### src/rtl/pedc_pkg.sv
// ----------------------------------------------------------------------------
// Pointer edge diff classifier package
// Shared constants, codes and types for the classifier front, queue and back.
// ----------------------------------------------------------------------------
package pedc_pkg;

   localparam int SAMPLE_DEPTH_DEFAULT = 24;
   localparam int QUEUE_DEPTH          = 4;
   localparam int CSR_ADDR_W           = 5;
   localparam int CSR_DATA_W           = 64;

   localparam logic [32:0] MODULE_SPAN = 33'd16777216;
   localparam logic [63:0] LOW_LIMIT   = 64'h0000_0000_0001_0000;
   localparam logic [63:0] HIGH_LIMIT  = 64'h0000_8000_0000_0000;
   localparam logic [63:0] ALIGN_MASK  = 64'h0000_0000_0000_0007;
   localparam logic [63:0] ALL_ONES    = 64'hFFFF_FFFF_FFFF_FFFF;

   typedef enum logic [1:0] {
      REG_ENABLE      = 2'd0,
      REG_MODULE_BASE = 2'd1,
      REG_ARENA_BASE  = 2'd2,
      REG_ARENA_LIMIT = 2'd3
   } reg_index_type;

   typedef enum logic [1:0] {
      OP_CLEAR   = 2'd0,
      OP_COMPARE = 2'd1,
      OP_READ    = 2'd2
   } op_type;

   typedef enum logic [2:0] {
      CLS_SAME       = 3'd0,
      CLS_PLAIN      = 3'd1,
      CLS_NULL       = 3'd2,
      CLS_POISON     = 3'd3,
      CLS_OTHER      = 3'd4,
      CLS_INTRODUCED = 3'd5
   } class_type;

   typedef struct packed {
      logic        enable;
      logic [46:0] module_base;
      logic [47:0] module_end;
      logic [46:0] arena_base;
      logic [46:0] arena_limit;
   } cfg_type;

   typedef struct packed {
      op_type      op;
      logic [47:0] word_address;
      logic [63:0] pre_word;
      logic [63:0] post_word;
      logic        page_start;
      logic [4:0]  sample_index;
   } item_type;

   typedef struct packed {
      item_type item;
      logic     changed;
      logic     pre_ext;
      logic     post_ext;
      logic     post_zero;
      logic     post_ones;
   } work_type;

endpackage

### src/rtl/pedc_back.sv
// ----------------------------------------------------------------------------
// Pointer edge diff classifier back
// Carries out clear, compare and sample read, keeps tallies and sample store.
// ----------------------------------------------------------------------------
module pedc_back #(
   parameter int SAMPLE_DEPTH = pedc_pkg::SAMPLE_DEPTH_DEFAULT
) (
   input  logic                clock,
   input  logic                reset,
   input  logic                enable,
   input  pedc_pkg::work_type  work,
   input  logic                work_empty,
   output logic                work_pop,
   input  logic                pop,
   output logic                empty,
   output logic [2:0]          word_class,
   output logic [31:0]         changed_count,
   output logic [31:0]         null_count,
   output logic [31:0]         poison_count,
   output logic [31:0]         other_count,
   output logic [31:0]         introduced_count,
   output logic [31:0]         page_count,
   output logic [4:0]          samples_held,
   output logic [47:0]         sample_address,
   output logic [63:0]         sample_pre,
   output logic [63:0]         sample_post
);

   localparam int IDX_W  = (SAMPLE_DEPTH > 1) ? $clog2(SAMPLE_DEPTH) : 1;
   localparam int FILL_W = $clog2(SAMPLE_DEPTH + 1);
   localparam int CMP_W  = (FILL_W > 5) ? FILL_W : 5;

   logic [47:0] addr_mem [SAMPLE_DEPTH];
   logic [63:0] pre_mem  [SAMPLE_DEPTH];
   logic [63:0] post_mem [SAMPLE_DEPTH];

   logic                 issue;
   logic                 res_valid_ff, res_valid_in;
   pedc_pkg::class_type  res_class_ff, res_class_in;
   logic                 hit_ff, hit_in;
   logic [31:0]          changed_ff, changed_in;
   logic [31:0]          null_ff, null_in;
   logic [31:0]          poison_ff, poison_in;
   logic [31:0]          other_ff, other_in;
   logic [31:0]          introduced_ff, introduced_in;
   logic [31:0]          page_ff, page_in;
   logic [FILL_W-1:0]    fill_ff, fill_in;
   logic                 store_wr;
   logic                 room;
   logic [47:0]          rd_addr_ff;
   logic [63:0]          rd_pre_ff;
   logic [63:0]          rd_post_ff;

   function automatic logic [31:0] tally_bump(logic [31:0] t);
      return (t == '1) ? t : t + 32'd1;
   endfunction

   assign issue    = !work_empty && (!res_valid_ff || pop);
   assign work_pop = issue;
   assign room     = fill_ff < FILL_W'(SAMPLE_DEPTH);

   always_comb begin
      changed_in    = changed_ff;
      null_in       = null_ff;
      poison_in     = poison_ff;
      other_in      = other_ff;
      introduced_in = introduced_ff;
      page_in       = page_ff;
      fill_in       = fill_ff;
      res_class_in  = pedc_pkg::CLS_SAME;
      hit_in        = 1'b0;
      store_wr      = 1'b0;
      res_valid_in  = res_valid_ff;
      if (pop && res_valid_ff) begin
         res_valid_in = 1'b0;
      end
      if (issue) begin
         res_valid_in = 1'b1;
         case (work.item.op)
            pedc_pkg::OP_CLEAR: begin
               if (enable) begin
                  changed_in    = '0;
                  null_in       = '0;
                  poison_in     = '0;
                  other_in      = '0;
                  introduced_in = '0;
                  page_in       = '0;
                  fill_in       = '0;
               end
            end
            pedc_pkg::OP_COMPARE: begin
               if (enable) begin
                  if (work.item.page_start) begin
                     page_in = tally_bump(page_ff);
                  end
                  if (work.changed) begin
                     changed_in   = tally_bump(changed_ff);
                     res_class_in = pedc_pkg::CLS_PLAIN;
                     if (work.pre_ext) begin
                        if (work.post_zero) begin
                           null_in      = tally_bump(null_ff);
                           res_class_in = pedc_pkg::CLS_NULL;
                        end else if (work.post_ones) begin
                           poison_in    = tally_bump(poison_ff);
                           res_class_in = pedc_pkg::CLS_POISON;
                        end else begin
                           other_in     = tally_bump(other_ff);
                           res_class_in = pedc_pkg::CLS_OTHER;
                        end
                     end else if (work.post_ext) begin
                        introduced_in = tally_bump(introduced_ff);
                        res_class_in  = pedc_pkg::CLS_INTRODUCED;
                     end
                     if ((work.pre_ext || work.post_ext) && room) begin
                        store_wr = 1'b1;
                        fill_in  = fill_ff + 1'b1;
                     end
                  end
               end
            end
            pedc_pkg::OP_READ: begin
               hit_in = CMP_W'(work.item.sample_index) < CMP_W'(fill_ff);
            end
            default: begin
            end
         endcase
      end
   end

   always_ff @(posedge clock) begin
      if (reset) begin
         res_valid_ff  <= 1'b0;
         changed_ff    <= '0;
         null_ff       <= '0;
         poison_ff     <= '0;
         other_ff      <= '0;
         introduced_ff <= '0;
         page_ff       <= '0;
         fill_ff       <= '0;
      end else begin
         res_valid_ff  <= res_valid_in;
         changed_ff    <= changed_in;
         null_ff       <= null_in;
         poison_ff     <= poison_in;
         other_ff      <= other_in;
         introduced_ff <= introduced_in;
         page_ff       <= page_in;
         fill_ff       <= fill_in;
      end
   end

   always_ff @(posedge clock) begin
      if (issue) begin
         res_class_ff <= res_class_in;
         hit_ff       <= hit_in;
      end
   end

   always_ff @(posedge clock) begin
      if (store_wr) begin
         addr_mem[fill_ff[IDX_W-1:0]] <= work.item.word_address;
         pre_mem[fill_ff[IDX_W-1:0]]  <= work.item.pre_word;
         post_mem[fill_ff[IDX_W-1:0]] <= work.item.post_word;
      end
   end

   always_ff @(posedge clock) begin
      if (hit_in) begin
         rd_addr_ff <= addr_mem[IDX_W'(work.item.sample_index)];
         rd_pre_ff  <= pre_mem[IDX_W'(work.item.sample_index)];
         rd_post_ff <= post_mem[IDX_W'(work.item.sample_index)];
      end
   end

   assign empty            = !res_valid_ff;
   assign word_class       = res_class_ff;
   assign changed_count    = changed_ff;
   assign null_count       = null_ff;
   assign poison_count     = poison_ff;
   assign other_count      = other_ff;
   assign introduced_count = introduced_ff;
   assign page_count       = page_ff;
   assign samples_held     = 5'(fill_ff);
   assign sample_address   = hit_ff ? rd_addr_ff : '0;
   assign sample_pre       = hit_ff ? rd_pre_ff : '0;
   assign sample_post      = hit_ff ? rd_post_ff : '0;

   a_fill_bound: assert property (@(posedge clock) disable iff (reset)
      fill_ff <= FILL_W'(SAMPLE_DEPTH))
      else $error("Sample fill exceeds the store depth.");

   a_store_advances: assert property (@(posedge clock) disable iff (reset)
      store_wr |=> fill_ff == FILL_W'($past(fill_ff) + 1'b1))
      else $error("Sample store write did not advance the fill.");

   a_tallies_idle: assert property (@(posedge clock) disable iff (reset)
      !issue |=> $stable(changed_ff) && $stable(page_ff) && $stable(fill_ff))
      else $error("Tallies changed without an issued word.");

   a_break_counted: assert property (@(posedge clock) disable iff (reset)
      res_valid_ff && res_class_ff != pedc_pkg::CLS_SAME |-> changed_ff != '0)
      else $error("Changed word reported with a zero change tally.");

   a_hit_needs_fill: assert property (@(posedge clock) disable iff (reset)
      res_valid_ff && hit_ff |-> fill_ff != '0)
      else $error("Sample read hit with an empty store.");

endmodule

### config.mk
export PLATFORM = sky130hd
export DESIGN_NAME = pedc_back
export DESIGN_NICKNAME = d
export VERILOG_FILES = /design/src/rtl/pedc_pkg.sv /design/src/rtl/pedc_back.sv
export SDC_FILE = /design/constraint.sdc
export NUM_CORES = 2
export LEC_CHECK = 0
export BUFFER_PORTS_ARGS = -buffer_cell sky130_fd_sc_hd__buf_2
export CAP_MARGIN = 15
export CORE_MARGIN = 1
export CORE_UTILIZATION = 35
export DETAILED_ROUTE_END_ITERATION = 8
export PLACE_DENSITY = 0.53
export RECOVER_POWER = 25
export SKIP_LAST_GASP = 1
export SLEW_MARGIN = 20
export SYNTH_ARGS = -nofsm -noshare
export SYNTH_HDL_FRONTEND = slang
export SYNTH_MEMORY_MAX_BITS = 65536
export SYNTH_SLANG_ARGS = --single-unit
### constraint.sdc
create_clock -name clock -period 13.9 [get_ports clock]
set_input_delay 2.085 -clock clock [delete_from_list [all_inputs] [get_ports clock]]
set_output_delay 2.085 -clock clock [all_outputs]
set_load 0.1 [all_outputs]
* Word-level counts from Yosys, hierarchy flattened
Memories as Yosys holds them, arrays and structs flattened. A register that Yosys moved wholly into a read port is not among the register bits.
Index checks and enable logic that the tools add are counted.
Widths: inputs -> output; s select.
** Operators by class
- Magnitude comparators :: 2
- Reduce and logical (&&, ||, !) cells :: 18
- $add $sub $neg :: 7
- Equal/unequal tests :: 26
- Multiplexer cells :: 58
** Operators by type and width (count)
- $mux 32 :: 29
- $pmux 32 s2 :: 6
- $add 32x1->32 const B :: 6
- $eq 32x32->1 const B :: 6
- $mux 64 :: 2
- $mux 48 :: 1
- $ne 2x2->1 const B :: 18
- $mux 5 :: 4
- $reduce_and 6->1 :: 3
- $reduce_and 9->1 :: 2
- $reduce_and 8->1 :: 2
- $mux 3 :: 4
- $mux 1 :: 11
- $pmux 5 s2 :: 1
- $add 5x1->5 const B :: 1
- $lt 5x5->1 :: 1
- $lt 5x5->1 const B :: 1
- $reduce_bool 2->1 :: 2
- $logic_and 1x1->1 :: 3
- $reduce_and 3->1 :: 1
- $eq 2x1->1 const B :: 1
- $eq 2x2->1 const B :: 1
- $logic_not 1->1 :: 2
- $logic_not 2->1 :: 1
- $logic_or 1x1->1 :: 2
** Word-level totals
- Memories kept :: 3
- Word-level logic and storage cells :: 124
- Memory bits (writable) :: 4224
- Register bits :: 202
** Memory list
- post_mem :: depth 24, bits a word 64, read ports 1, clocked after memory_dff 1, write ports 1, RTL line pedc_back.sv:35 : logic [63:0] post_mem [SAMPLE_DEPTH];
- pre_mem :: depth 24, bits a word 64, read ports 1, clocked after memory_dff 1, write ports 1, RTL line pedc_back.sv:34 : logic [63:0] pre_mem [SAMPLE_DEPTH];
- addr_mem :: depth 24, bits a word 48, read ports 1, clocked after memory_dff 1, write ports 1, RTL line pedc_back.sv:33 : logic [47:0] addr_mem [SAMPLE_DEPTH];

* Longest topological paths before layout
- Depth after elaboration :: 9
- Gate-level depth with buffers :: 9
- Mapped depth without buffers :: 7

* Least setup slack after synthesis
Ideal clock, no wire load.
- Path type :: input port to flip-flop
- Start :: in work[187] (netlist name)
- End :: mem addr_mem[17][10] (enable)
- Data required time :: 13.185 ns
- Cell stages on the path :: 7
- Buffers on the path :: 1
- Data arrival time :: 10.696 ns
- Setup time :: 0.715 ns
- Path slack :: 2.488 ns
- Cell sequence :: or2b_1 > clkbuf_1 > o2111a_1 > o21ai_0 > nor2_1 > nand2_1 > nor2_1
** Between the ends
- Cells in the longest elaborated chain, start to end :: 5
** RTL lines
- start: declaration :: RTL line pedc_back.sv:11 : input pedc_pkg::work_type work,
- $eq 2x1->1 :: RTL line pedc_back.sv:79 : case (work.item.op)
- $mux 1 :: RTL line pedc_back.sv:79
- $mux 1 :: RTL line pedc_back.sv:77 : if (issue) begin
- $mux 1 :: RTL line pedc_back.sv:160 : if (store_wr) begin
- $mux 1 (implied by the code) :: RTL line pedc_back.sv:161 : addr_mem[fill_ff[IDX_W-1:0]] <= work.item.word_address;
- end: declaration :: RTL line pedc_back.sv:33
Every way passes these cells.

* Worst setup path after layout
- Start :: in work[188] (netlist name)
- End :: mem post_mem[0][15] (enable)
** Between the ends
- Cells in the longest elaborated chain, start to end :: 5
** RTL lines
- $eq 2x1->1 :: RTL line pedc_back.sv:79
- $mux 1 :: RTL line pedc_back.sv:79
- $mux 1 :: RTL line pedc_back.sv:77
- $mux 1 :: RTL line pedc_back.sv:160
- $mux 1 (implied by the code) :: RTL line pedc_back.sv:163 : post_mem[fill_ff[IDX_W-1:0]] <= work.item.post_word;
- end: declaration :: RTL line pedc_back.sv:35
Every way passes these cells.

==> flow_metrics.env <==
export IMPL_p_total_mw=29.1
export IMPL_fin_worst_skew_ns=0.0860
export IMPL_clock_fmax_mhz=160
export IMPL_synth_area_top_cells="edfxtp_1, mux4_2, dfxtp_1"
export IMPL_async_flop_share=0
export IMPL_whs_path_depth=1
export IMPL_synth_top_area_cell="edfxtp_1"
export IMPL_clkTransAtPathRegs_ns=0.07
export IMPL_synth_xor_area_frac=0.00233
export IMPL_ir_drop_v=0.000113
export IMPL_synth_nets=8262
export IMPL_initial_core_util=0.352
export IMPL_arrival_ns=6.83
export IMPL_clock_latency_ns=1.03
export IMPL_multiInputGateArea_um2=38700
export IMPL_dr_pass1_iters=7
export IMPL_grt_pass1_wl_um=683000
export IMPL_hold_violations=0
export IMPL_cts_buffer_depth=4
export IMPL_min_period_over_period=0.450
export IMPL_totalWireLength_um=482000
export IMPL_cts_setup_buffers=0
export IMPL_nets=9062
export IMPL_power_density_nw_per_um2=143
export IMPL_highest_layer="met5"
export IMPL_cts_hold_buffers_added=0
export IMPL_drive_gt1_frac=0.279
export IMPL_syn_area_um2=177000
export IMPL_dr_first_iter_drc_count=8572
export IMPL_synthCells=8054
export IMPL_grt_usage=0.186
export IMPL_path_class="input pin to flop"
export IMPL_r2r_slack_ns=8.56
export IMPL_r2r_cells=8
export IMPL_yosysMostFrequentCell="edfxtp_1"
export IMPL_finalSetupTns_ns=0
export IMPL_synth_top_family_by_area="multiplexers"
export IMPL_synth_common_cells="edfxtp_1, mux4_2, nor2_1, a21oi_1, clkbuf_1"
export IMPL_rows=260
export IMPL_postCtsResizedCells=0
export IMPL_synthFlopType="edfxtp_1"
export IMPL_cts_root_buf="clkbuf_16"
export IMPL_synth_warnings=0
export IMPL_maxCapViolCount=0
export IMPL_total_leakage_power_nw=63.6
export IMPL_fp_dieW_um=712
export IMPL_worstHoldEndpoint="poison_count[24]$_SDFFE_PP0P_"
export IMPL_via_per_inst=5.42
export IMPL_dp_cells=15100
export IMPL_via_count=86500
export IMPL_slew_headroom=0.233
export IMPL_coreArea_um2=502000
export IMPL_gp_congestion=0.842
export IMPL_hold_class="flop to flop"
export IMPL_grt_overflow_total=0
export IMPL_antenna_found_initial=97
export IMPL_synth_distinct_cells=75
export IMPL_synth_compound_area_frac=0.0181
export IMPL_hpwl_um=263000
export IMPL_cts_sinks=4602
export IMPL_die_area_um2=507000
export IMPL_worst_pin_slew_ns=1.15
export IMPL_place_ws_ns=6.62
export IMPL_yosys_area_share_simple=0.0292
export IMPL_worst_slack_ns=7.65
export IMPL_routedWlPerCell_um=30.2
export IMPL_ctsHtreeMaxLevel=5
export IMPL_cp_end_kind="flop"
export IMPL_critPathLaunchType="input pin"
export IMPL_synthAdderAreaFrac=0.000992
export IMPL_wl_met3_um=30200
export IMPL_final_util=0.405
export IMPL_wl_met2_um=242000
export IMPL_grt_max_degree=118
export IMPL_crit_fanout=46
export IMPL_status="finished clean"
export IMPL_area_growth_pct=15.1
export IMPL_holdCritStartpoint="poison_count[24]$_SDFFE_PP0P_"
export IMPL_ys_ff_latch=4602
export IMPL_wl_met1_um=199000
export IMPL_ant_nets=0
export IMPL_ff_latch_area_um2=136000
export IMPL_die_height_um=712
export IMPL_cts_tree="yes"
export IMPL_synth_seq_area_share=0.771
export IMPL_synthMuxAreaShare=0.167
export IMPL_reg2reg_to="post_mem[0][15]$_DFFE_PP_"
export IMPL_synth_edf_count=4404
export IMPL_stdcell_count=16000
export IMPL_drc=0
export IMPL_r2r_start="res_valid_ff$_SDFFE_PP0P_"
export IMPL_cts_buffers=475
export IMPL_fillCellCount=44000
export IMPL_syn_area_per_cell_um2=21.9
export IMPL_worstPathRequired_ns=14.48
export IMPL_maxSlewViolCount=0
export IMPL_grt_setup_unrepaired="false"
export IMPL_period_needed_ns=6.25
export IMPL_setup_viol=0
export IMPL_io_pins=572
export IMPL_grt_pass1_vias=89600
export IMPL_synth_top_area_frac=0.749
export IMPL_portBuffers=571
## worst max-delay path, stage by stage
cell and delay (ns):
buf_2 0.13, and2b_1 0.26, o2111a_1 0.40, o21ai_0 0.33, nor2_1 0.56, nand2_1 0.48
nor2_4 0.76, buf_4 0.81, buf_4 0.87
## logic make-up (layout without fill, tap and decap cells)
family / Yosys count / count (layout)
DFF: 4602 / 4602
muxes: 1415 / 1415
and+or+nand+nor: 1001 / 1001
AOI/OAI and AO/OA: 525 / 525
buffers and inverters: 450 / 1656
xor gates and xnor gates: 47 / 47
adders and majority gates: 14 / 14
other: 0 / 23
## cells in the final DEF (no fill, tap or decap), types with 23 or more instances in the layout
cell / n
dfxtp_1: 197
and3_1: 25
nor4_1: 31
mux2i_1: 183
nor2_1: 296
nor2_4: 24
inv_1: 29
nand3_1: 90
o211ai_1: 52
nor3_1: 43
clkinv_1: 111
a21oi_1: 250
o21ai_0: 68
buf_12: 30
nand2_1: 126
buf_2: 446
and2_1: 194
edfxtp_1: 4404
a31oi_1: 29
xnor2_1: 34
mux4_2: 1232
clkinv_2: 99
diode_2: 23
buf_4: 142
clkbuf_16: 477
bufinv_16: 45
clkbuf_1: 217
o31ai_1: 41
nand4_1: 59
## where the power goes
group | internal, mW | leakage [nW] | switching (mW) | total, mW
Clock | 7.15 | 7.48 | 5.43 | 12.6
Sequential | 15.2 | 41.2 | 0.0106 | 15.2
Combinational | 0.449 | 14.9 | 0.813 | 1.26
## cell type report
class                           count  area share
Inverter                           30    0.000554
Sequential cell                  4602       0.670
Timing Repair Buffer              743      0.0218
Tap cell                         6681      0.0411
Clock inverter                    309      0.0151
Multi-Input combinational cell   3002       0.190
Antenna cell                       23    0.000283
Clock buffer                      574      0.0605
## sequential cells by signal (all words and copies together) (netlist names), 48 cells and up
name,flops
post_mem,1536
pre_mem,1536
addr_mem,1152
rd_post_ff,64
rd_pre_ff,64
rd_addr_ff,48
## metrics by stage
step / hold WS, ns / instance area [µm²]
2_1_floorplan: 0.558 / 177000
3_3_place_gp: 0.488 / 188000
3_5_place_dp: 0.479 / 188000
4_1_cts: 0.493 / 203000
5_1_grt: 0.515 / 203000
6_report: 0.497 / 203000
## worst max-delay path by stage
stage               startpoint                          to  slack (ns)  cells after the start
global placement     work[188]    pre_mem[0][11]$_DFFE_PP_        6.62                      9
CTS                  work[188]   post_mem[0][15]$_DFFE_PP_        7.68                      9
detailed placement   work[188]     pre_mem[0][9]$_DFFE_PP_        6.62                      9
global route         work[188]   post_mem[0][15]$_DFFE_PP_        7.55                      9
finish               work[188]   post_mem[0][15]$_DFFE_PP_        7.65                      9
floorplan            work[187]  addr_mem[17][10]$_DFFE_PP_        2.49                      7
## routing by layer
| layer | track usage | vias to the layer above |
|---|---|---|
| li1 | - | 35600 |
| met1 | 0.249 | 47300 |
| met2 | 0.318 | 2895 |
| met3 | 0.0339 | 677 |
| met4 | 0.0396 | 46 |
| met5 | 0 | - |
(Power assumes the default switching activity.)
