`src/rtl/pedc_pkg.sv`:
```
// ----------------------------------------------------------------------------
// Pointer edge diff classifier package
// Shared constants, codes and types for the classifier front, queue and back.
// ----------------------------------------------------------------------------
package pedc_pkg;

   localparam int SAMPLE_DEPTH_DEFAULT = 24;
   localparam int QUEUE_DEPTH          = 4;
   localparam int CSR_ADDR_W           = 5;
   localparam int CSR_DATA_W           = 64;

   localparam logic [32:0] MODULE_SPAN = 33'd16777216;
   localparam logic [63:0] LOW_LIMIT   = 64'h0000_0000_0001_0000;
   localparam logic [63:0] HIGH_LIMIT  = 64'h0000_8000_0000_0000;
   localparam logic [63:0] ALIGN_MASK  = 64'h0000_0000_0000_0007;
   localparam logic [63:0] ALL_ONES    = 64'hFFFF_FFFF_FFFF_FFFF;

   typedef enum logic [1:0] {
      REG_ENABLE      = 2'd0,
      REG_MODULE_BASE = 2'd1,
      REG_ARENA_BASE  = 2'd2,
      REG_ARENA_LIMIT = 2'd3
   } reg_index_type;

   typedef enum logic [1:0] {
      OP_CLEAR   = 2'd0,
      OP_COMPARE = 2'd1,
      OP_READ    = 2'd2
   } op_type;

   typedef enum logic [2:0] {
      CLS_SAME       = 3'd0,
      CLS_PLAIN      = 3'd1,
      CLS_NULL       = 3'd2,
      CLS_POISON     = 3'd3,
      CLS_OTHER      = 3'd4,
      CLS_INTRODUCED = 3'd5
   } class_type;

   typedef struct packed {
      logic        enable;
      logic [46:0] module_base;
      logic [47:0] module_end;
      logic [46:0] arena_base;
      logic [46:0] arena_limit;
   } cfg_type;

   typedef struct packed {
      op_type      op;
      logic [47:0] word_address;
      logic [63:0] pre_word;
      logic [63:0] post_word;
      logic        page_start;
      logic [4:0]  sample_index;
   } item_type;

   typedef struct packed {
      item_type item;
      logic     changed;
      logic     pre_ext;
      logic     post_ext;
      logic     post_zero;
      logic     post_ones;
   } work_type;

endpackage

```
`src/rtl/pedc_csr.sv`:
```
// ----------------------------------------------------------------------------
// Pointer edge diff classifier register file
// Holds the detector enable, module window and arena range registers.
// ----------------------------------------------------------------------------
module pedc_csr (
   input  logic                                clock,
   input  logic                                reset,
   input  logic                                psel,
   input  logic                                penable,
   input  logic                                pwrite,
   input  logic [pedc_pkg::CSR_ADDR_W-1:0]     paddr,
   input  logic [pedc_pkg::CSR_DATA_W-1:0]     pwdata,
   output logic [pedc_pkg::CSR_DATA_W-1:0]     prdata,
   output logic                                pready,
   output pedc_pkg::cfg_type                   cfg
);

   logic                    wr;
   pedc_pkg::reg_index_type index;
   logic                    enable_ff, enable_in;
   logic [46:0]             module_base_ff, module_base_in;
   logic [47:0]             module_end_ff, module_end_in;
   logic [46:0]             arena_base_ff, arena_base_in;
   logic [46:0]             arena_limit_ff, arena_limit_in;

   assign pready = 1'b1;
   assign wr     = psel && penable && pwrite;
   assign index  = pedc_pkg::reg_index_type'(paddr[4:3]);

   always_comb begin
      enable_in      = enable_ff;
      module_base_in = module_base_ff;
      module_end_in  = module_end_ff;
      arena_base_in  = arena_base_ff;
      arena_limit_in = arena_limit_ff;
      if (wr) begin
         case (index)
            pedc_pkg::REG_ENABLE: begin
               enable_in = pwdata[0];
            end
            pedc_pkg::REG_MODULE_BASE: begin
               module_base_in = pwdata[46:0];
               module_end_in  = 48'(pwdata[46:0]) + 48'(pedc_pkg::MODULE_SPAN);
            end
            pedc_pkg::REG_ARENA_BASE: begin
               arena_base_in = pwdata[46:0];
            end
            pedc_pkg::REG_ARENA_LIMIT: begin
               arena_limit_in = pwdata[46:0];
            end
            default: begin
            end
         endcase
      end
   end

   always_ff @(posedge clock) begin
      if (reset) begin
         enable_ff      <= 1'b1;
         module_base_ff <= '0;
         module_end_ff  <= 48'(pedc_pkg::MODULE_SPAN);
         arena_base_ff  <= '0;
         arena_limit_ff <= '0;
      end else begin
         enable_ff      <= enable_in;
         module_base_ff <= module_base_in;
         module_end_ff  <= module_end_in;
         arena_base_ff  <= arena_base_in;
         arena_limit_ff <= arena_limit_in;
      end
   end

   always_comb begin
      case (index)
         pedc_pkg::REG_ENABLE:      prdata = 64'(enable_ff);
         pedc_pkg::REG_MODULE_BASE: prdata = 64'(module_base_ff);
         pedc_pkg::REG_ARENA_BASE:  prdata = 64'(arena_base_ff);
         pedc_pkg::REG_ARENA_LIMIT: prdata = 64'(arena_limit_ff);
         default:                   prdata = '0;
      endcase
   end

   assign cfg.enable      = enable_ff;
   assign cfg.module_base = module_base_ff;
   assign cfg.module_end  = module_end_ff;
   assign cfg.arena_base  = arena_base_ff;
   assign cfg.arena_limit = arena_limit_ff;

endmodule

```
`config.mk`:
```
export PLATFORM = sky130hd
export DESIGN_NAME = pedc_csr
export DESIGN_NICKNAME = d
export VERILOG_FILES = /design/src/rtl/pedc_pkg.sv /design/src/rtl/pedc_csr.sv
export SDC_FILE = /design/constraint.sdc
export NUM_CORES = 1
export LEC_CHECK = 0
export BUFFER_PORTS_ARGS = -buffer_cell sky130_fd_sc_hd__buf_2
export CORE_ASPECT_RATIO = 0.9
export CORE_MARGIN = 8
export CORE_UTILIZATION = 43
export CTS_CLUSTER_SIZE = 24
export DETAILED_ROUTE_END_ITERATION = 8
export GPL_TIMING_DRIVEN = 1
export PLACE_DENSITY = 0.77
export SYNTH_ARGS = -nofsm -noshare
export SYNTH_HDL_FRONTEND = slang
export SYNTH_SLANG_ARGS = --single-unit
```
`constraint.sdc`:
```
create_clock -name clock -period 2.5 [get_ports clock]
set_clock_uncertainty 0.15 [all_clocks]
set_input_delay 0.5 -clock clock [delete_from_list [all_inputs] [get_ports clock]]
set_output_delay 0.5 -clock clock [all_outputs]
set_load 0.05 [all_outputs]
```
# Word level (Yosys, flattened, before mapping)
# Cells that the tools add are included.
# totals
word_cells	17
output_inout_bits	255
reg_bits	190
in_bits	74
# classes
eq_ne	3
muxes	1
reduce_logical	7
add_sub_neg	1
# ops
operator	count
case mux 64 bit (4 select lines)	1
adder 47 x 25 -> 48 bit, second input constant	1
AND reduction 2 bit	4
equality test 2 bit, second input constant	2
equality test 2 x 1 -> 1 bit, second input constant	1
logical AND 1 bit	2
zero test 2 bit	1

# Depth between registers and ports, before layout
# Gate-level depths: netlist (run 1).
# depth
ltp_word	3
depth_mapped	7
depth_no_buf	5

# Worst setup path before layout (run 1)
# OpenSTA, ideal clock, no wires.
# synth_timing
path_type	input to output
startpoint	in paddr[4] (netlist name)
endpoint	out prdata[17] (netlist name)
t_arrival_ns	2.020
required_time_ns	1.850
slack_ns	-0.170
cell_stages	5
path_buffers	3
cell_sequence	clkbuf_1 -> clkbuf_1 -> buf_2 -> mux2_2 -> a22o_1
# synth_via
elab_chain_len	2
word_cells_on_any_way	5
cone_classes	eq/ne: 3; mux: 1; reduce/logical: 1
# synth_rtl
item	line	text
start: declaration	pedc_csr.sv:11	input logic [pedc_pkg::CSR_ADDR_W-1:0] paddr,
equality test 2 bit, or another cell as far along	pedc_csr.sv:74	case (index)
case mux 64 bit (4 select lines) *	pedc_csr.sv:74	
end: declaration	pedc_csr.sv:13	output logic [pedc_pkg::CSR_DATA_W-1:0] prdata,
# Mark *: on every way between the ends. The rest lies on a longest branch, timed or not. The select of a mux whose other input is x is not followed.

# Worst setup path in the final report (run 1)
# layout_timing
startpoint	in paddr[4] (netlist name)
endpoint	out prdata[41] (netlist name)
# Same word-level chain as after synthesis.

==> flow_metrics.env, run 1 <==
export IMPL_die_w_um=155.3
export IMPL_cp_max_fo=16
export IMPL_drive_above_1_share=0.3795
export IMPL_worst_slew_margin_rel=0.5699
export IMPL_reg2reg_slack_ns=1.63
export IMPL_status="finished, final reports clean"
export IMPL_ctsLongestPathBuffers=2
export IMPL_reg2reg_from="module_end_ff[44]"
export IMPL_dp_hpwl_mm=17.98
export IMPL_drc_errors=0
export IMPL_end_kind="primary output"
export IMPL_syn_to_final_growth_pct=29.12
export IMPL_antenna_found_initial=0
export IMPL_critical_path_class="input port to primary output"
export IMPL_fin_crit_sh=0.9481
export IMPL_hold_viol_final=0
export IMPL_p_clk_frac=0.446
export IMPL_post_cts_setup_buffer_count=0
export IMPL_clkLatencyLatePin_ns=0.42
export IMPL_viasPerCell=5.245
export IMPL_internal_power_w=0.004459
export IMPL_async_flop_share=0
export IMPL_drtIter0Drc=387
export IMPL_finalSetupViolCount=0
export IMPL_ys_ff_latch=166
export IMPL_gr_usage_all_layers=0.2213
export IMPL_swShare=0.2681
export IMPL_cts_sinks=166
export IMPL_syn_cell_area_sq_mm=0.007511
export IMPL_crit_slowest_cell="mux2_2"
export IMPL_max_freq_mhz=421.9
export IMPL_die_h_um=141.4
export IMPL_synth_edf_count=0
export IMPL_vias=7442
export IMPL_crit_cells=5
export IMPL_p_leak_nw=4.343
export IMPL_postSynthCellCount=933
export IMPL_p_comb_frac=0.109
export IMPL_worst_hold_slack_ns=0.1810
export IMPL_synth_distinct_cells=38
export IMPL_sequentialPowerShare=0.445
export IMPL_ff2ff_path_depth=2
export IMPL_worst_pin_slew_ns=0.6452
export IMPL_ir_drop_uv=439.7
export IMPL_final_common_cell="nand2_1"
export IMPL_arrival_ns=1.72
export IMPL_core_sq_mm=0.01738
export IMPL_cts_resized=0
export IMPL_setup_tns_ns=0
export IMPL_synth_yosys_seq_area_share=0.4424
export IMPL_grt_pass1_vias=7305
export IMPL_path_clk_slew_ns=0.06
export IMPL_crit_chain="buf_2 > buf_4 > mux2_2 > a22o_2 > buf_2"
export IMPL_p_sw_w=0.001634
export IMPL_synthFlopType="dfxtp_1"
export IMPL_crit_path_start="paddr[4]"
export IMPL_r2r_end="module_end_ff[44]"
export IMPL_cp_endpoint="prdata[41]"
export IMPL_io_buffers=290
export IMPL_wirelength_mm=24.87
export IMPL_cp_required_ns=1.85
export IMPL_cts_root_buf="clkbuf_16"
export IMPL_grt_setup_unrepaired="no"
export IMPL_slew_violations=0
export IMPL_globalRouteOverflowTotal=0
export IMPL_yosys_warnings=0
export IMPL_max_stage_delay_ns=0.37
export IMPL_wl_per_cell_um=17.53
export IMPL_htreeDepth=4
export IMPL_fp_row_count=46
export IMPL_cap_violations=0
export IMPL_syn_avg_cell_area_sq_um=8.050
export IMPL_cts_made_buffers=17
export IMPL_io_pins=329
export IMPL_ant_nets=0
export IMPL_hold_path_class="input port to flop"
export IMPL_grt_max_degree=73
export IMPL_grt_pass1_wl_mm=39.20
export IMPL_cp_num_buf_inv=3
export IMPL_dr_pass1_iters=5
export IMPL_p_per_area_mw_per_mm2=628.3
export IMPL_start_util=0.4321
export IMPL_finish_net_count=1240
export IMPL_dieArea_sq_mm=0.02196
export IMPL_critPathMostFrequentCell="buf_2"
export IMPL_finalCriticalPeriod_ns=2.370
export IMPL_cts_tree="yes"
export IMPL_final_cell_mix="291 x nand2_1, 289 x buf_2, 166 x dfxtp_1"
export IMPL_crit_family="buffers and inverters"
export IMPL_hold_buffers=0
export IMPL_critPathLaunchType="input port"
export IMPL_gp_congestion=0.8217
-- area by class of cell --
class                   count  area (sq um)
repair buffers            321          1787
well taps                 240         300.3
flip-flops and latches    166          3323
clock inverters            14         172.7
diodes                      1         2.502
multi-input cells         659          3674
clock buffers              18         439.2
fillers                  1645          7684
-- through the flow --
stage	utilization	worst slack [ns]	cells	cell area (sq um)	power [W]
2_1_floorplan	-	-0.08598	949	7621	0.003238
3_3_place_gp	0.5226	0.1443	1386	9084	0.003427
3_5_place_dp	0.5226	0.1381	1386	9084	0.003434
4_1_cts	0.5578	0.1369	1418	9696	0.006138
5_1_grt	0.5578	0.09728	1418	9696	0.006290
6_report	0.5579	0.1297	1419	9698	0.006093
-- power by group through the flow --
stage,logic [W],registers [W],clock network [W]
after floorplan,0.000348,0.00289,0
after global placement,0.000659,0.00277,0
after detailed placement,0.000665,0.00277,0
after CTS,0.000666,0.00271,0.00276
after global routing,0.000707,0.00271,0.00287
final,0.000667,0.00271,0.00272
-- cell families after synthesis --
family	after synthesis	synth area share
other	2	0.0009999
buffers and inverters	124	0.08646
muxes	48	0.07330
and+or+nand+nor	358	0.2001
xor gates and xnor gates	12	0.01399
AOI/OAI and AO/OA	222	0.1811
adders and majority gates	1	0.001666
DFF	166	0.4424
-- worst min-delay path by stage --
stage	from	to	slack (ns)	depth (start not counted)
after CTS	pwdata[8]	arena_limit_ff[8]	0.16	3
after floorplan	enable_ff	enable_ff	0.31	2
after global placement	module_end_ff[47]	module_end_ff[47]	0.29	2
after detailed placement	module_end_ff[24]	module_end_ff[24]	0.30	1
after global routing	pwdata[21]	arena_limit_ff[21]	0.17	3
final	pwdata[18]	module_base_ff[18]	0.18	3
-- metal layers --
metal	wire length, um	vias to the layer above	global-route usage
met5	0	-	0
met3	1887	38	0.04986
met1	10240	3493	0.2609
met4	498	0	0.08827
met2	12250	319	0.3843
li1	-	3592	-
-- sequential cells by signal (all words and copies together), names as in the netlist --
signal,count
arena_limit_ff,47
arena_base_ff,47
enable_ff,1
module_end_ff,24
module_base_ff,47
-- synthesized netlist by cell type, types with 2 or more instances --
library cell | number | area (sq um)
xnor2_1 | 2 | 17.52
and3_1 | 3 | 18.77
conb_1 | 2 | 7.510
nand2_1 | 292 | 1096
buf_2 | 9 | 45.04
o21bai_1 | 3 | 22.52
o21ai_0 | 4 | 20.02
or4_1 | 5 | 37.54
dfxtp_1 | 166 | 3323
nor2_1 | 19 | 71.32
nand2b_1 | 2 | 12.51
buf_1 | 5 | 18.77
a311oi_1 | 5 | 43.79
a21oi_1 | 143 | 715.7
and2_1 | 2 | 12.51
nand4_1 | 8 | 50.05
a211oi_1 | 13 | 97.59
buf_4 | 44 | 330.3
mux2_2 | 46 | 518.0
nor2b_1 | 2 | 12.51
and4_1 | 9 | 78.83
xor2_1 | 10 | 87.58
clkbuf_1 | 65 | 244.0
a31oi_1 | 3 | 18.77
or3_1 | 4 | 25.02
o31ai_1 | 4 | 30.03
nand3_1 | 7 | 35.03
a22o_1 | 46 | 402.9
-- worst register-to-register path: stages (launching register included) --
cell	delay, ns
dfxtp_1	0.35
nor2_1	0.06
a311oi_1	0.23
Power figures use the tool's default switching activity.
==> run 2, diff against run 1 <==
- ABC_AREA: not set -> 1
==> run 2 against run 1 <==
Effect of this change:
- synthesized area shrank 0.38%
- combinational power up 22%
- highest routed layer unchanged
- utilization up 0.51 points
- count of clock-buffer cells in the layout grew 4
- largest power group is now sequential cells
- worst setup slack improved by 0.051 ns
- critical path depth increased by 3
- cell area is 1.6% lower
==> flow_metrics.env, run 2 <==
export IMPL_finalSetupViolCount=0
export IMPL_grt_pass1_vias=7552
export IMPL_crit_chain="buf_2 > inv_1 > nand2_2 > inv_2 > buf_12 > nand2_1 > nand3_1 > buf_2"
export IMPL_postPlaceCellArea_sq_mm=0.008956
export IMPL_synth_distinct_cells=26
export IMPL_crit_slowest_cell="buf_2"
export IMPL_p_leak_nw=5.008
export IMPL_crit_cells=8
export IMPL_ir_drop_uv=462.5
export IMPL_critPathLaunchType="input port"
export IMPL_gp_congestion=0.8846
export IMPL_start_util=0.4415
export IMPL_grt_pass1_wl_mm=41.21
export IMPL_yosysMostFrequentCell="nor2_1"
export IMPL_synth_top_area_share=0.4441
export IMPL_synth_yosys_seq_area_share=0.4441
export IMPL_hp_start="pwdata[4]"
export IMPL_async_flop_share=0
export IMPL_synth_common_cells="283 x nor2_1, 220 x nand2_1, 166 x dfxtp_1"
export IMPL_postSynthCellCount=1109
export IMPL_met3_length_mm=2.953
export IMPL_synth_mux_area_frac=0
export IMPL_p_per_area_mw_per_mm2=646.8
export IMPL_cts_tree="yes"
export IMPL_wl_per_cell_um=16.84
export IMPL_globalRouteOverflowTotal=0
export IMPL_ff2ff_path_depth=4
export IMPL_route_top_layer_used="met4"
export IMPL_synth_compound_area_share=0.1214
export IMPL_dp_hpwl_mm=18.98
export IMPL_grt_max_degree=74
export IMPL_hold_path_class="input port to flop"
export IMPL_critical_path_class="input port to primary output"
export IMPL_reg_largest_list="arena_base_ff (47), arena_limit_ff (47), module_base_ff (47)"
export IMPL_clkLatencyLatePin_ns=0.43
export IMPL_dr_pass1_iters=5
export IMPL_hold_viol_final=0
export IMPL_num_antenna_cells=0
export IMPL_wl_met2_mm=12.91
export IMPL_total_power_w=0.006172
export IMPL_max_freq_mhz=431.2
export IMPL_fin_area_sq_mm=0.009543
export IMPL_end_kind="primary output"
export IMPL_worst_pin_slew_ns=0.9072
export IMPL_synthFlopType="dfxtp_1"
export IMPL_cts_resized=0
export IMPL_min_path_cells=3
export IMPL_yosys_warnings=0
export IMPL_die_h_um=141.1
export IMPL_fp_row_count=45
export IMPL_ant_nets=0
export IMPL_cts_made_buffers=17
export IMPL_syn_cell_area_sq_mm=0.007482
export IMPL_grt_setup_unrepaired="no"
export IMPL_max_stage_delay_ns=0.29
export IMPL_worst_slew_margin_rel=0.3943
export IMPL_io_buffers=290
export IMPL_status="finished, final reports clean"
export IMPL_synthSimpleGateAreaFrac=0.3182
export IMPL_m1WireLength_mm=10.25
export IMPL_die_w_um=155.0
export IMPL_synth_top_family_by_area="simple AND/OR/NAND/NOR gates"
export IMPL_synth_edf_count=0
export IMPL_drtIter0Drc=708
export IMPL_ys_ff_latch=166
export IMPL_ctsLongestPathBuffers=2
export IMPL_synthXorXnorAreaFrac=0.008194
export IMPL_finalCriticalPeriod_ns=2.319
export IMPL_setup_tns_ns=0
export IMPL_viasPerCell=5.070
export IMPL_vias=8067
export IMPL_htreeDepth=4
export IMPL_hold_buffers=0
export IMPL_cp_required_ns=1.85
export IMPL_arrival_ns=1.67
export IMPL_final_cell_mix="289 x buf_2, 282 x nor2_1, 219 x nand2_1"
export IMPL_utilization=0.5631
export IMPL_drive_above_1_share=0.2566
export IMPL_cp_max_fo=46
export IMPL_finish_net_count=1418
export IMPL_slew_violations=0
export IMPL_syn_to_final_growth_pct=27.54
export IMPL_worst_hold_slack_ns=0.1707
export IMPL_io_pins=329
export IMPL_gr_usage_all_layers=0.2360
export IMPL_cts_root_buf="clkbuf_16"
export IMPL_crit_family="buffers and inverters"
export IMPL_worstHoldEndpoint="arena_limit_ff[4]"
export IMPL_critPathMostFrequentCell="buf_2"
export IMPL_dieArea_sq_mm=0.02188
export IMPL_cap_violations=0
export IMPL_cts_sinks=166
export IMPL_reg2reg_from="module_end_ff[31]"
export IMPL_drc_errors=0
export IMPL_syn_avg_cell_area_sq_um=6.747
export IMPL_final_common_cell="buf_2"
export IMPL_fill_cells=1589
export IMPL_yosys_area_share_adder=0.001672
export IMPL_post_cts_setup_buffer_count=0
export IMPL_fin_crit_sh=0.9276
export IMPL_yosysTopAreaCell="dfxtp_1"
export IMPL_path_clk_slew_ns=0.06
export IMPL_reg2reg_slack_ns=1.55
export IMPL_r2r_end="module_end_ff[31]"
export IMPL_wirelength_mm=26.79
export IMPL_antenna_found_initial=0
export IMPL_cp_num_buf_inv=5
export IMPL_synth_area_leaders="dfxtp_1 44%, nor2_1 14%, nand2_1 11%"
export IMPL_core_sq_mm=0.01695
[run 2: changes by cell type after synthesis, moves of 72 or more]
| cell | before | now |
|---|---|---|
| nor2_1 | 19 | 283 |
| nand2_1 | 292 | 220 |
| a21oi_1 | 143 | 22 |
| o21ai_0 | 4 | 148 |
| nand3_1 | 7 | 83 |
[run 2: metal layers]
layer / track usage / up-vias
li1: - / 3941
met3: 0.07272 / 47
met1: 0.2723 / 3673
met4: 0.09325 / 0
met2: 0.4013 / 406
met5: 0 / -
[run 2: cell type report]
| cell class | instances | area (sq um) | share of cell area |
|---|---|---|---|
| timing repair buffer | 307 | 1707 | 0.1788 |
| inverter | 48 | 181.4 | 0.01901 |
| clock inverter | 10 | 122.6 | 0.01285 |
| tap | 235 | 294.0 | 0.03081 |
| multi-input combinational | 803 | 3451 | 0.3616 |
| clock buffer | 22 | 464.2 | 0.04864 |
| sequential | 166 | 3323 | 0.3482 |
[run 2: worst max path at each step]
stage	startpoint	endpoint	slack, ns
2_1_floorplan	paddr[4]	prdata[10]	0.23
3_3_place_gp	paddr[4]	prdata[9]	0.24
3_5_place_dp	paddr[4]	prdata[10]	0.23
4_1_cts	paddr[4]	prdata[10]	0.20
5_1_grt	paddr[4]	prdata[9]	0.14
6_report	paddr[4]	prdata[10]	0.18
[run 2: cell families (layout without fill, tap and decap cells)]
family	count (synthesis)	in the layout
AO/OA/AOI/OAI	178	178
flip-flops	166	166
buffers and inverters	156	387
XOR/XNOR	7	7
adder cells (fa/ha/maj)	1	1
other	2	18
AND/OR/NAND/NOR	599	599
[run 2: stage by stage]
| step | setup slack, ns | cells |
|---|---|---|
| after global placement | 0.2364 | 1559 |
| final | 0.1809 | 1591 |
| after global routing | 0.1373 | 1591 |
| after floorplan | 0.2296 | 1125 |
| after CTS | 0.2011 | 1591 |
| after detailed placement | 0.2255 | 1559 |
[run 2: power breakdown]
| part | switching, W | internal (W) | leakage (nW) |
|---|---|---|---|
| Clock | 0.00108 | 0.00153 | 0.277 |
| Sequential | 0.0000459 | 0.00270 | 1.34 |
| Combinational | 0.000634 | 0.000178 | 3.39 |
| Total | 0.00176 | 0.00441 | 5.01 |
[run 2: worst register-to-register path, cell delays in order (launching register included)]
cell	delay, ns
dfxtp_1	0.35
nor2_1	0.06
nor2_1	0.14
o21ai_0	0.12
inv_1	0.08
