--- config.mk ---
export PLATFORM = sky130hd
export DESIGN_NAME = pedc_queue
export DESIGN_NICKNAME = d
export VERILOG_FILES = /design/src/rtl/pedc_pkg.sv /design/src/rtl/pedc_queue.sv
export SDC_FILE = /design/constraint.sdc
export NUM_CORES = 1
export LEC_CHECK = 0
export BUFFER_PORTS_ARGS = -buffer_cell sky130_fd_sc_hd__buf_4
export CORE_MARGIN = 1.5
export CORE_UTILIZATION = 57
export CTS_BUF_LIST = sky130_fd_sc_hd__clkbuf_16
export DETAILED_ROUTE_END_ITERATION = 8
export PLACE_DENSITY = 0.84
export SLEW_MARGIN = 10
export SYNTH_ARGS = -nofsm -noshare
export SYNTH_HDL_FRONTEND = slang
export SYNTH_SLANG_ARGS = --single-unit
--- constraint.sdc ---
create_clock -name clock -period 7.2 [get_ports clock]
set_input_delay 0.72 -clock clock [delete_from_list [all_inputs] [get_ports clock]]
set_output_delay 0.72 -clock clock [all_outputs]
set_load 0.005 [all_outputs]
--- src/rtl/pedc_pkg.sv ---
// ----------------------------------------------------------------------------
// Pointer edge diff classifier package
// Shared constants, codes and types for the classifier front, queue and back.
// ----------------------------------------------------------------------------
package pedc_pkg;

   localparam int SAMPLE_DEPTH_DEFAULT = 24;
   localparam int QUEUE_DEPTH          = 4;
   localparam int CSR_ADDR_W           = 5;
   localparam int CSR_DATA_W           = 64;

   localparam logic [32:0] MODULE_SPAN = 33'd16777216;
   localparam logic [63:0] LOW_LIMIT   = 64'h0000_0000_0001_0000;
   localparam logic [63:0] HIGH_LIMIT  = 64'h0000_8000_0000_0000;
   localparam logic [63:0] ALIGN_MASK  = 64'h0000_0000_0000_0007;
   localparam logic [63:0] ALL_ONES    = 64'hFFFF_FFFF_FFFF_FFFF;

   typedef enum logic [1:0] {
      REG_ENABLE      = 2'd0,
      REG_MODULE_BASE = 2'd1,
      REG_ARENA_BASE  = 2'd2,
      REG_ARENA_LIMIT = 2'd3
   } reg_index_type;

   typedef enum logic [1:0] {
      OP_CLEAR   = 2'd0,
      OP_COMPARE = 2'd1,
      OP_READ    = 2'd2
   } op_type;

   typedef enum logic [2:0] {
      CLS_SAME       = 3'd0,
      CLS_PLAIN      = 3'd1,
      CLS_NULL       = 3'd2,
      CLS_POISON     = 3'd3,
      CLS_OTHER      = 3'd4,
      CLS_INTRODUCED = 3'd5
   } class_type;

   typedef struct packed {
      logic        enable;
      logic [46:0] module_base;
      logic [47:0] module_end;
      logic [46:0] arena_base;
      logic [46:0] arena_limit;
   } cfg_type;

   typedef struct packed {
      op_type      op;
      logic [47:0] word_address;
      logic [63:0] pre_word;
      logic [63:0] post_word;
      logic        page_start;
      logic [4:0]  sample_index;
   } item_type;

   typedef struct packed {
      item_type item;
      logic     changed;
      logic     pre_ext;
      logic     post_ext;
      logic     post_zero;
      logic     post_ones;
   } work_type;

endpackage

--- src/rtl/pedc_queue.sv ---
// ----------------------------------------------------------------------------
// Pointer edge diff classifier work queue
// Short first-in first-out queue of tested words between front and back.
// ----------------------------------------------------------------------------
module pedc_queue (
   input  logic                clock,
   input  logic                reset,
   input  logic                wr_en,
   input  pedc_pkg::work_type  wr_data,
   output logic                q_full,
   input  logic                rd_en,
   output pedc_pkg::work_type  rd_data,
   output logic                q_empty
);

   localparam int PTR_W = $clog2(pedc_pkg::QUEUE_DEPTH);
   localparam int CNT_W = $clog2(pedc_pkg::QUEUE_DEPTH + 1);

   pedc_pkg::work_type entry_ff [pedc_pkg::QUEUE_DEPTH];
   logic [PTR_W-1:0]   wr_ptr_ff, wr_ptr_in;
   logic [PTR_W-1:0]   rd_ptr_ff, rd_ptr_in;
   logic [CNT_W-1:0]   count_ff, count_in;
   logic               do_wr;
   logic               do_rd;

   assign q_full  = count_ff == CNT_W'(pedc_pkg::QUEUE_DEPTH);
   assign q_empty = count_ff == '0;
   assign do_wr   = wr_en && !q_full;
   assign do_rd   = rd_en && !q_empty;
   assign rd_data = entry_ff[rd_ptr_ff];

   always_comb begin
      wr_ptr_in = wr_ptr_ff;
      rd_ptr_in = rd_ptr_ff;
      count_in  = count_ff;
      if (do_wr) begin
         wr_ptr_in = (wr_ptr_ff == PTR_W'(pedc_pkg::QUEUE_DEPTH - 1)) ? '0 :
                     wr_ptr_ff + 1'b1;
      end
      if (do_rd) begin
         rd_ptr_in = (rd_ptr_ff == PTR_W'(pedc_pkg::QUEUE_DEPTH - 1)) ? '0 :
                     rd_ptr_ff + 1'b1;
      end
      if (do_wr && !do_rd) begin
         count_in = count_ff + 1'b1;
      end else if (do_rd && !do_wr) begin
         count_in = count_ff - 1'b1;
      end
   end

   always_ff @(posedge clock) begin
      if (reset) begin
         wr_ptr_ff <= '0;
         rd_ptr_ff <= '0;
         count_ff  <= '0;
      end else begin
         wr_ptr_ff <= wr_ptr_in;
         rd_ptr_ff <= rd_ptr_in;
         count_ff  <= count_in;
      end
   end

   always_ff @(posedge clock) begin
      if (do_wr) begin
         entry_ff[wr_ptr_ff] <= wr_data;
      end
   end

endmodule

# Word level (Yosys, flattened, before mapping)

Memory sizes are Yosys's and may differ from the RTL's. A register that Yosys moved wholly into a read port is not among the register bits.
Cells that the tools add are included.

Register bits after elaboration: 7
RAM bits: 756
Bits of input ports: 193
Output and inout bits: 191
Logic and storage cells: 29
Memories: 1

Add/sub/neg operators: 4
Eq/ne operators: 3
Mux-type cells: 8
Reductions and logical operators: 10

Memory list:

| memory   | words | width | rd ports | clocked after memory_dff | wr ports | RTL line         | source |
|---|---|---|---|---|---|---|---|
| entry_ff | 4     | 189   | 1        | 1                        | 1        | pedc_queue.sv:19 | `pedc_pkg::work_type entry_ff [pedc_pkg::QUEUE_DEPTH];` |

Operators by type and width:

| operator                                         | count |
|---|---|
| 2-to-1 mux 2 bit                                 | 4 |
| 2-to-1 mux 3 bit                                 | 2 |
| adder 2 x 1 -> 2 bit, second input constant      | 2 |
| == test 2 bit, second input constant             | 2 |
| logical AND 1 bit                                | 4 |
| zero test 1 bit                                  | 4 |
| adder 3 x 1 -> 3 bit, second input constant      | 1 |
| == test 3 bit, second input constant             | 1 |
| zero test 3 bit                                  | 1 |
| subtractor 3 x 1 -> 3 bit, second input constant | 1 |
| 2-to-1 mux 1 bit                                 | 2 |
| nonzero test 2 bit                               | 1 |

# Depth between registers and ports, before layout

Gate-level depths: netlist (run 1).

Depth after elaboration: 7
Depth in mapped cells: 10
Depth with buffers taken out: 9

# Worst setup path before layout (run 1)

OpenSTA, ideal clock, no wires.

Kind: input -> register
Start: in wr_en
End: mem entry_ff[3][0] (netlist name) (enable)
Setup time: 0.573 ns
Data arrival time: 5.091 ns
Required time: 6.627 ns
Path slack: 1.535 ns
Cell stages on the path: 1
Path buffers: 0
Cell sequence: and3_1

Longest elaborated chain between the ends: 3

RTL lines:

| item                                   | RTL line         | source |
|---|---|---|
| start, declared                        | pedc_queue.sv:8  | `input logic wr_en,` |
| logical AND 1 bit                      | pedc_queue.sv:28 | `assign do_wr = wr_en && !q_full;` |
| 2-to-1 mux 1 bit                       | pedc_queue.sv:64 | `if (do_wr) begin` |
| 2-to-1 mux 1 bit (not written as such) | pedc_queue.sv:65 | `entry_ff[wr_ptr_ff] <= wr_data;` |
| end, declared                          | pedc_queue.sv:19 |  |

No other way between the ends.

==> reports/summary.md, run 1 <==
CTS
- **clock transition at the register clock pins on the worst setup and hold paths after CTS** 0.06 ns
- **depth of the CTS H-tree** 3
- **clock tree root buffer cell** sky130_fd_sc_hd__clkbuf_16
- **worst skew pair latency** 0.58 ns
- **CTS resizes** 0
- **clock tree sinks** 765
- **hold buffer count at cts** 0
- **TritonCTS buffer count** 74
- **setup bufs post-CTS** 0
- **deepest clock path buffer count** 3
- **clock tree from TritonCTS** built

Timing
- **sum of negative setup slack** 0 ns
- **actual transition at the worst max-transition pin** 1.23 ns
- **Clock Skew** 0.0189 ns
- **period utilization** 52.0%
- **final number of hold-violating endpoints** 0
- **final critical-path setup slack** 3.45 ns
- **maximum achievable frequency** 267 MHz
- **unrepaired setup endpoints after global routing** no
- **count of final max-slew check failures** 0
- **Relative slew margins** 18.1%
- **Final setup viols** 0
- **time the final worst path needs with I/O delays and setup** 3.75 ns

Die
- **Core Region** 47,800 um2
- **vertical die dimension** 223 um
- **cell row count** 80
- **number of primary I/O pins** 384
- **Chip Width** 223 um
- **area of the die** 50,000 um2
- **initial core utilization** 57.9%

Outcome
- **outcome** finished, final reports clean

Power and ir drop
- **Peak supply drop** 323 uV
- **leakage component of the power** 11.2 nW
- **power density over cell area** 346 nW/um2

Finish
- **most common cell after layout, fill and taps aside** sky130_fd_sc_hd__edfxtp_1
- **share of layout cells above drive strength 1** 45.5%
- **most frequent cells in the layout** sky130_fd_sc_hd__edfxtp_1 (756), sky130_fd_sc_hd__buf_4 (388), sky130_fd_sc_hd__mux4_2 (189), sky130_fd_sc_hd__clkbuf_16 (75), sky130_fd_sc_hd__inv_1 (20)
- **Multi-input gate area** 4530 um2
- **number of inserted filler cells in the final layout** 2,760
- **final net count** 1,662
- **Finished Layout Cells** 2,133
- **layout-stage area growth over the synthesis result** 20.9%
- **combined flip-flop and latch cell area** 22,900 um2

Synth
- **sequential cell area fraction in the yosys report** 82.6%
- **Compound-Gate Fraction of Synth Area** 0.144%
- **combinational family with the most area after synthesis** multiplexers
- **count of cell types in the netlist** 23
- **net count after synthesis** 1,237
- **share of the synthesized netlist area taken by xor and xnor gates** 0.0632%
- **number of register bits inferred by synthesis** 765
- **Simple-Gate Fraction of Synth Area** 0.307%
- **multiplexer fraction of the synthesized cell area** 15.4%
- **cell count after synthesis** 1,037
- **yosys warns** 0
- **total standard cell area after synthesis** 27,700 um2
- **adder-cell area share of the yosys netlist** 0.343%
- **mean instance size in the synthesized netlist** 26.7 um2

GRT
- **initial antenna violation count** 3
- **global-route usage over all layers** 23.0%
- **maximum number of pins on one net before global-route repair** 153
- **leftover overflow at the end of global routing** 0
- **global-route wire length before repair** 83,900 um
- **via count of the first global-routing pass** 13,400

Worst setup path
- **element type at the critical path start** register
- **arrival time worst endpoint** 3.03 ns
- **highest fanout seen on the critical path** 91
- **WP data required** 6.48 ns
- **Worst R2R Start** count_ff[0]
- **critical path class** reg2out
- **CP Capture Type** output pin

Drt
- **via count** 12,600
- **detailed router's first-iteration violation count** 936
- **count of unresolved DRC violations after routing** 0
- **total wire length** 56,700 um
- **average wire per standard cell** 26.6 um
- **via density per instance** 5.90
- **number of detailed-routing iterations run before antenna repair** 5
- **ANT nets after route** 0

Placement
- **minimum setup slack after placement** 3.97 ns
- **count of input and output buffers** 383
- **post-DP HPWL** 31,800 um
- **number of placed instances, taps included** 2,001
- **GPL Wtd Cong** 0.760

Flow run
- **max-cap violation count** 0

Min path
- **hold wc startpoint** wr_data[45]
- **worst min-delay path class** in2reg

==> registers in the layout (all words and copies together) (netlist names), named ones only <==
name,flops
entry_ff,756
wr_ptr_ff,2
rd_ptr_ff,2
count_ff,3
==> per-layer routing <==
metal	global-route usage (%)	share of wire (%)	vias to the layer above
li1	-	-	5352
met1	29.0	37	6615
met2	37.8	51	519
met3	8.43	9.6	96
met4	6.47	2.4	2
met5	0	0.023	-
==> cell usage after synthesis <==
library cell | number | area [um2]
sky130_fd_sc_hd__ha_1 | 6 | 75.1
sky130_fd_sc_hd__or3b_1 | 1 | 8.76
sky130_fd_sc_hd__inv_2 | 1 | 3.75
sky130_fd_sc_hd__buf_6 | 14 | 158
sky130_fd_sc_hd__nand2_1 | 1 | 3.75
sky130_fd_sc_hd__buf_2 | 22 | 110
sky130_fd_sc_hd__and3_1 | 4 | 25.0
sky130_fd_sc_hd__xor2_1 | 2 | 17.5
sky130_fd_sc_hd__nand3_1 | 2 | 10.0
sky130_fd_sc_hd__edfxtp_1 | 756 | 22700
sky130_fd_sc_hd__mux2i_1 | 2 | 20.0
sky130_fd_sc_hd__nor2_1 | 4 | 15.0
sky130_fd_sc_hd__inv_1 | 4 | 15.0
sky130_fd_sc_hd__o31ai_1 | 2 | 15.0
sky130_fd_sc_hd__o21ai_0 | 2 | 10.0
sky130_fd_sc_hd__or3_1 | 2 | 12.5
sky130_fd_sc_hd__buf_1 | 1 | 3.75
sky130_fd_sc_hd__clkbuf_1 | 7 | 26.3
sky130_fd_sc_hd__dfxtp_1 | 9 | 180
sky130_fd_sc_hd__mux4_2 | 189 | 4260
sky130_fd_sc_hd__fa_1 | 1 | 20.0
sky130_fd_sc_hd__nor3_1 | 2 | 10.0
sky130_fd_sc_hd__a21oi_1 | 3 | 15.0
==> layout make-up <==
type | count | area share [%]
sequential | 765 | 68.3
multi-input combinational | 223 | 13.5
timing repair buffer | 393 | 8.99
clock buffer | 75 | 5.60
tap | 615 | 2.30
clock inverter | 55 | 1.16
inverter | 5 | 0.0560
antenna | 2 | 0.0149
==> per-stage QoR <==
step / hold slack, ns / utilization (%) / area [um2] / total power [mW]
after floorplan: 0.463 / - / 27700 / 6.95
after global placement: 0.474 / 65.3 / 31200 / 7.97
after global routing: 0.289 / 70.0 / 33500 / 12.0
after detailed placement: 0.487 / 65.3 / 31200 / 8.04
final: 0.323 / 70.0 / 33500 / 11.6
after CTS: 0.284 / 70.0 / 33500 / 11.7
==> where the power goes <==
group	internal, mW	switching (mW)
Combinational	1.30	1.08
Clock	2.07	1.56
Sequential	5.39	0.171
Total	8.76	2.81
==> logic make-up (layout without fill, tap and decap cells) <==
logic type / Yosys count / after routing
flip-flops: 765 / 765
multiplexers: 191 / 191
buffers and inverters: 49 / 528
AND/OR/NAND/NOR: 16 / 16
adder cells (fa/ha/maj): 7 / 7
AO/OA/AOI/OAI: 7 / 7
XOR/XNOR: 2 / 2
other: 0 / 2
==> final timing paths <==
check,end,slack (ns),cells after the start
worst max-delay path,rd_data[101],3.45,3
worst min-delay path,entry_ff[0][45],0.32,1
worst max register to register,entry_ff[1][142],4.32,3
worst min register to register,register,0.50,2
==> critical path, cell delays in order, from the launching register on <==
cell and delay, ns:
sky130_fd_sc_hd__dfxtp_4 0.84, sky130_fd_sc_hd__buf_12 0.55, sky130_fd_sc_hd__mux4_2 0.65, sky130_fd_sc_hd__buf_4 0.16
No activity file was read; power rests on OpenSTA's default activity.
==> inputs of run 2 (changes only) <==
--- a/config.mk
+++ b/config.mk
@@ -5,6 +5,7 @@
 export SDC_FILE = /design/constraint.sdc
 export NUM_CORES = 1
 export LEC_CHECK = 0
+export ABC_AREA = 1
 export BUFFER_PORTS_ARGS = -buffer_cell sky130_fd_sc_hd__buf_4
 export CORE_MARGIN = 1.5
 export CORE_UTILIZATION = 57
==> constraint.sdc (replaced) <==
create_clock -name clock -period 3.52 [get_ports clock]
set_input_delay 0.352 -clock clock [delete_from_list [all_inputs] [get_ports clock]]
set_output_delay 0.352 -clock clock [all_outputs]
set_load 0.005 [all_outputs]
==> run 2 against run 1 <==
Synthesized area rose by 2.8%. Global-route usage rose by 4.9 points. Worst setup slack worse by 3.1 ns. Core utilization is 3.1 points higher. Register-to-register slack worse by 2.9 ns. Die area grew 2.8%. Critical path depth increased by 2. Non-clock buffer count rose by 202. Highest routed layer is now met4.
==> reports/summary.md, run 2 <==
Drt
- **total wire length** 72,900 um
- **detailed router's first-iteration violation count** 2,343
- **average wire per standard cell** 23.0 um
- **ANT nets after route** 0
- **number of detailed-routing iterations run before antenna repair** 6
- **count of unresolved DRC violations after routing** 0
- **via count** 19,000
- **via density per instance** 6.01

Die
- **area of the die** 51,300 um2
- **initial core utilization** 58.0%
- **vertical die dimension** 227 um
- **Chip Width** 227 um
- **number of primary I/O pins** 384
- **Core Region** 49,200 um2
- **cell row count** 81

Timing
- **Final setup viols** 0
- **count of final max-slew check failures** 0
- **period utilization** 89.1%
- **final number of hold-violating endpoints** 0
- **Clock Skew** 0.0245 ns
- **maximum achievable frequency** 319 MHz
- **time the final worst path needs with I/O delays and setup** 3.14 ns
- **unrepaired setup endpoints after global routing** no
- **Relative slew margins** 20.1%
- **sum of negative setup slack** 0 ns
- **actual transition at the worst max-transition pin** 1.20 ns

CTS
- **CTS resizes** 0
- **clock tree from TritonCTS** built
- **clock tree sinks** 765
- **setup bufs post-CTS** 0
- **clock tree root buffer cell** sky130_fd_sc_hd__clkbuf_16
- **worst skew pair latency** 0.63 ns
- **clock transition at the register clock pins on the worst setup and hold paths after CTS** 0.06 ns
- **depth of the CTS H-tree** 3
- **deepest clock path buffer count** 3
- **TritonCTS buffer count** 74

Worst setup path
- **arrival time worst endpoint** 2.78 ns
- **highest fanout seen on the critical path** 108
- **critical path class** reg2out
- **CP Capture Type** output pin
- **element type at the critical path start** register
- **WP data required** 3.17 ns

Finish
- **number of inserted filler cells in the final layout** 2,675
- **final net count** 2,645
- **fin util** 73.2%
- **flip-flop count of the largest register, all copies and words added** 756
- **share of layout cells above drive strength 1** 20.5%
- **most common cell after layout, fill and taps aside** sky130_fd_sc_hd__edfxtp_1
- **most frequent cells in the layout** sky130_fd_sc_hd__edfxtp_1 (756), sky130_fd_sc_hd__buf_4 (391), sky130_fd_sc_hd__nor2_1 (390), sky130_fd_sc_hd__o21ai_0 (331), sky130_fd_sc_hd__dlygate4sd3_1 (190)
- **layout-stage area growth over the synthesis result** 26.2%
- **most flop-heavy register** entry_ff
- **biggest registers after layout** entry_ff x756, count_ff x3

Synth
- **cell with the most instances after synthesis** sky130_fd_sc_hd__edfxtp_1
- **count of cell types in the netlist** 23
- **sequential cell area fraction in the yosys report** 80.3%
- **post-synthesis cell type with the largest combined area** sky130_fd_sc_hd__edfxtp_1
- **cell types with the largest area share after synthesis** sky130_fd_sc_hd__edfxtp_1 (80%), sky130_fd_sc_hd__o21ai_0 (5.8%), sky130_fd_sc_hd__nor2_1 (5.2%)
- **net count after synthesis** 2,098
- **share of synthesized registers carrying an async set or reset** 0%
- **number of register bits inferred by synthesis** 765
- **yosys warns** 0
- **area share of the largest cell type after synthesis** 79.7%
- **Post-synth top cells** sky130_fd_sc_hd__edfxtp_1 (756), sky130_fd_sc_hd__nor2_1 (395), sky130_fd_sc_hd__o21ai_0 (331)
- **mean instance size in the synthesized netlist** 15.0 um2
- **cell count after synthesis** 1,898
- **Primary FF master, synth** sky130_fd_sc_hd__edfxtp_1
- **total standard cell area after synthesis** 28,500 um2
- **count of flip-flops with a built-in enable after synthesis** 756

Min path
- **worst min-delay path class** in2reg

Power and ir drop
- **power density over cell area** 739 nW/um2
- **Peak supply drop** 583 uV
- **leakage component of the power** 12.7 nW

Placement
- **post-DP HPWL** 35,500 um
- **count of input and output buffers** 383
- **GPL Wtd Cong** 0.780

GRT
- **global-route usage over all layers** 27.9%
- **maximum number of pins on one net before global-route repair** 219
- **global-route wire length before repair** 108,000 um
- **initial antenna violation count** 7
- **leftover overflow at the end of global routing** 0
- **via count of the first global-routing pass** 19,600

Flow run
- **max-cap violation count** 0

Outcome
- **outcome** finished, final reports clean

run 2: cell types whose count changed after synthesis, moves of 48 or more:
| cell | change |
|---|---|
| sky130_fd_sc_hd__mux4_2 | -189 |
| sky130_fd_sc_hd__o21ai_0 | +329 |
| sky130_fd_sc_hd__clkbuf_1 | +59 |
| sky130_fd_sc_hd__o21ai_1 | +48 |
| sky130_fd_sc_hd__nor2_1 | +391 |
| sky130_fd_sc_hd__o22ai_1 | +189 |
run 2: path summary, 6_finish.rpt:
| check | cells after the start | from | slack (ns) | endpoint |
|---|---|---|---|---|
| max | 5 | register | 0.38 | rd_data[177] |
| min | 3 | wr_en | 0.07 | wr_ptr_ff[1] |
| max reg2reg | 5 | count_ff[1] | 1.42 | entry_ff[2][57] |
| min reg2reg | 2 | rd_ptr_ff[1] | 0.54 | register |
run 2: worst max-delay path, cell delays in order, from the launching register on:
cell                       delay, ns
sky130_fd_sc_hd__dfxtp_4        0.38
sky130_fd_sc_hd__clkinv_8       0.32
sky130_fd_sc_hd__buf_4          0.72
sky130_fd_sc_hd__o21ai_0        0.26
sky130_fd_sc_hd__o22ai_1        0.21
sky130_fd_sc_hd__buf_4          0.15
run 2: logic make-up after synthesis:
| group | Yosys count | share of synthesized area (%) |
|---|---|---|
| flops | 765 | 80.3 |
| compound gates | 570 | 10.8 |
| simple gates | 413 | 5.48 |
| buf+inv | 142 | 3.03 |
| fa+ha+maj | 7 | 0.334 |
| xor+xnor | 1 | 0.0307 |
run 2: routing by layer:
metal / vias up / part of all wire, % / global-route usage [%]
met3: 192 / 11 / 8.49
met4: 0 / 3.5 / 12.2
li1: 8271 / - / -
met1: 9369 / 34 / 32.0
met5: - / 0 / 0
met2: 1198 / 51 / 48.3
run 2: stage by stage:
stage	setup slack [ns]	instances	total power, mW	hold slack [ns]	area, um2
finish	0.384	3169	26.6	0.0706	36000
CTS	0.430	3161	26.3	0.0353	35900
global placement	1.23	2843	18.5	0.499	31800
global route	0.261	3168	27.6	0.0606	36000
detailed placement	1.09	2843	18.8	0.521	31800
floorplan	-0.334	1898	15.3	0.417	28500
run 2: layout make-up:
cell class | instances | area (um2) | area share [%]
tap | 664 | 831 | 2.31
sequential | 765 | 22900 | 63.7
clock inverter | 54 | 368 | 1.02
clock buffer | 74 | 1850 | 5.15
timing repair buffer | 595 | 5120 | 14.2
multi-input combinational | 991 | 4800 | 13.3
antenna | 8 | 20.0 | 0.0557
inverter | 18 | 82.6 | 0.230
run 2: report_power, final:
part / switching [mW] / leakage (nW) / internal, mW
Sequential: 0.328 / 7.00 / 11.1
Clock: 3.29 / 1.16 / 4.12
Combinational: 4.65 / 4.52 / 3.08
Total: 8.27 / 12.7 / 18.3
run 2: repair_timing:
item                       CTS  global route
hold endpoints to repair   757             0
setup endpoints to repair    0             0
hold buffers               190             0
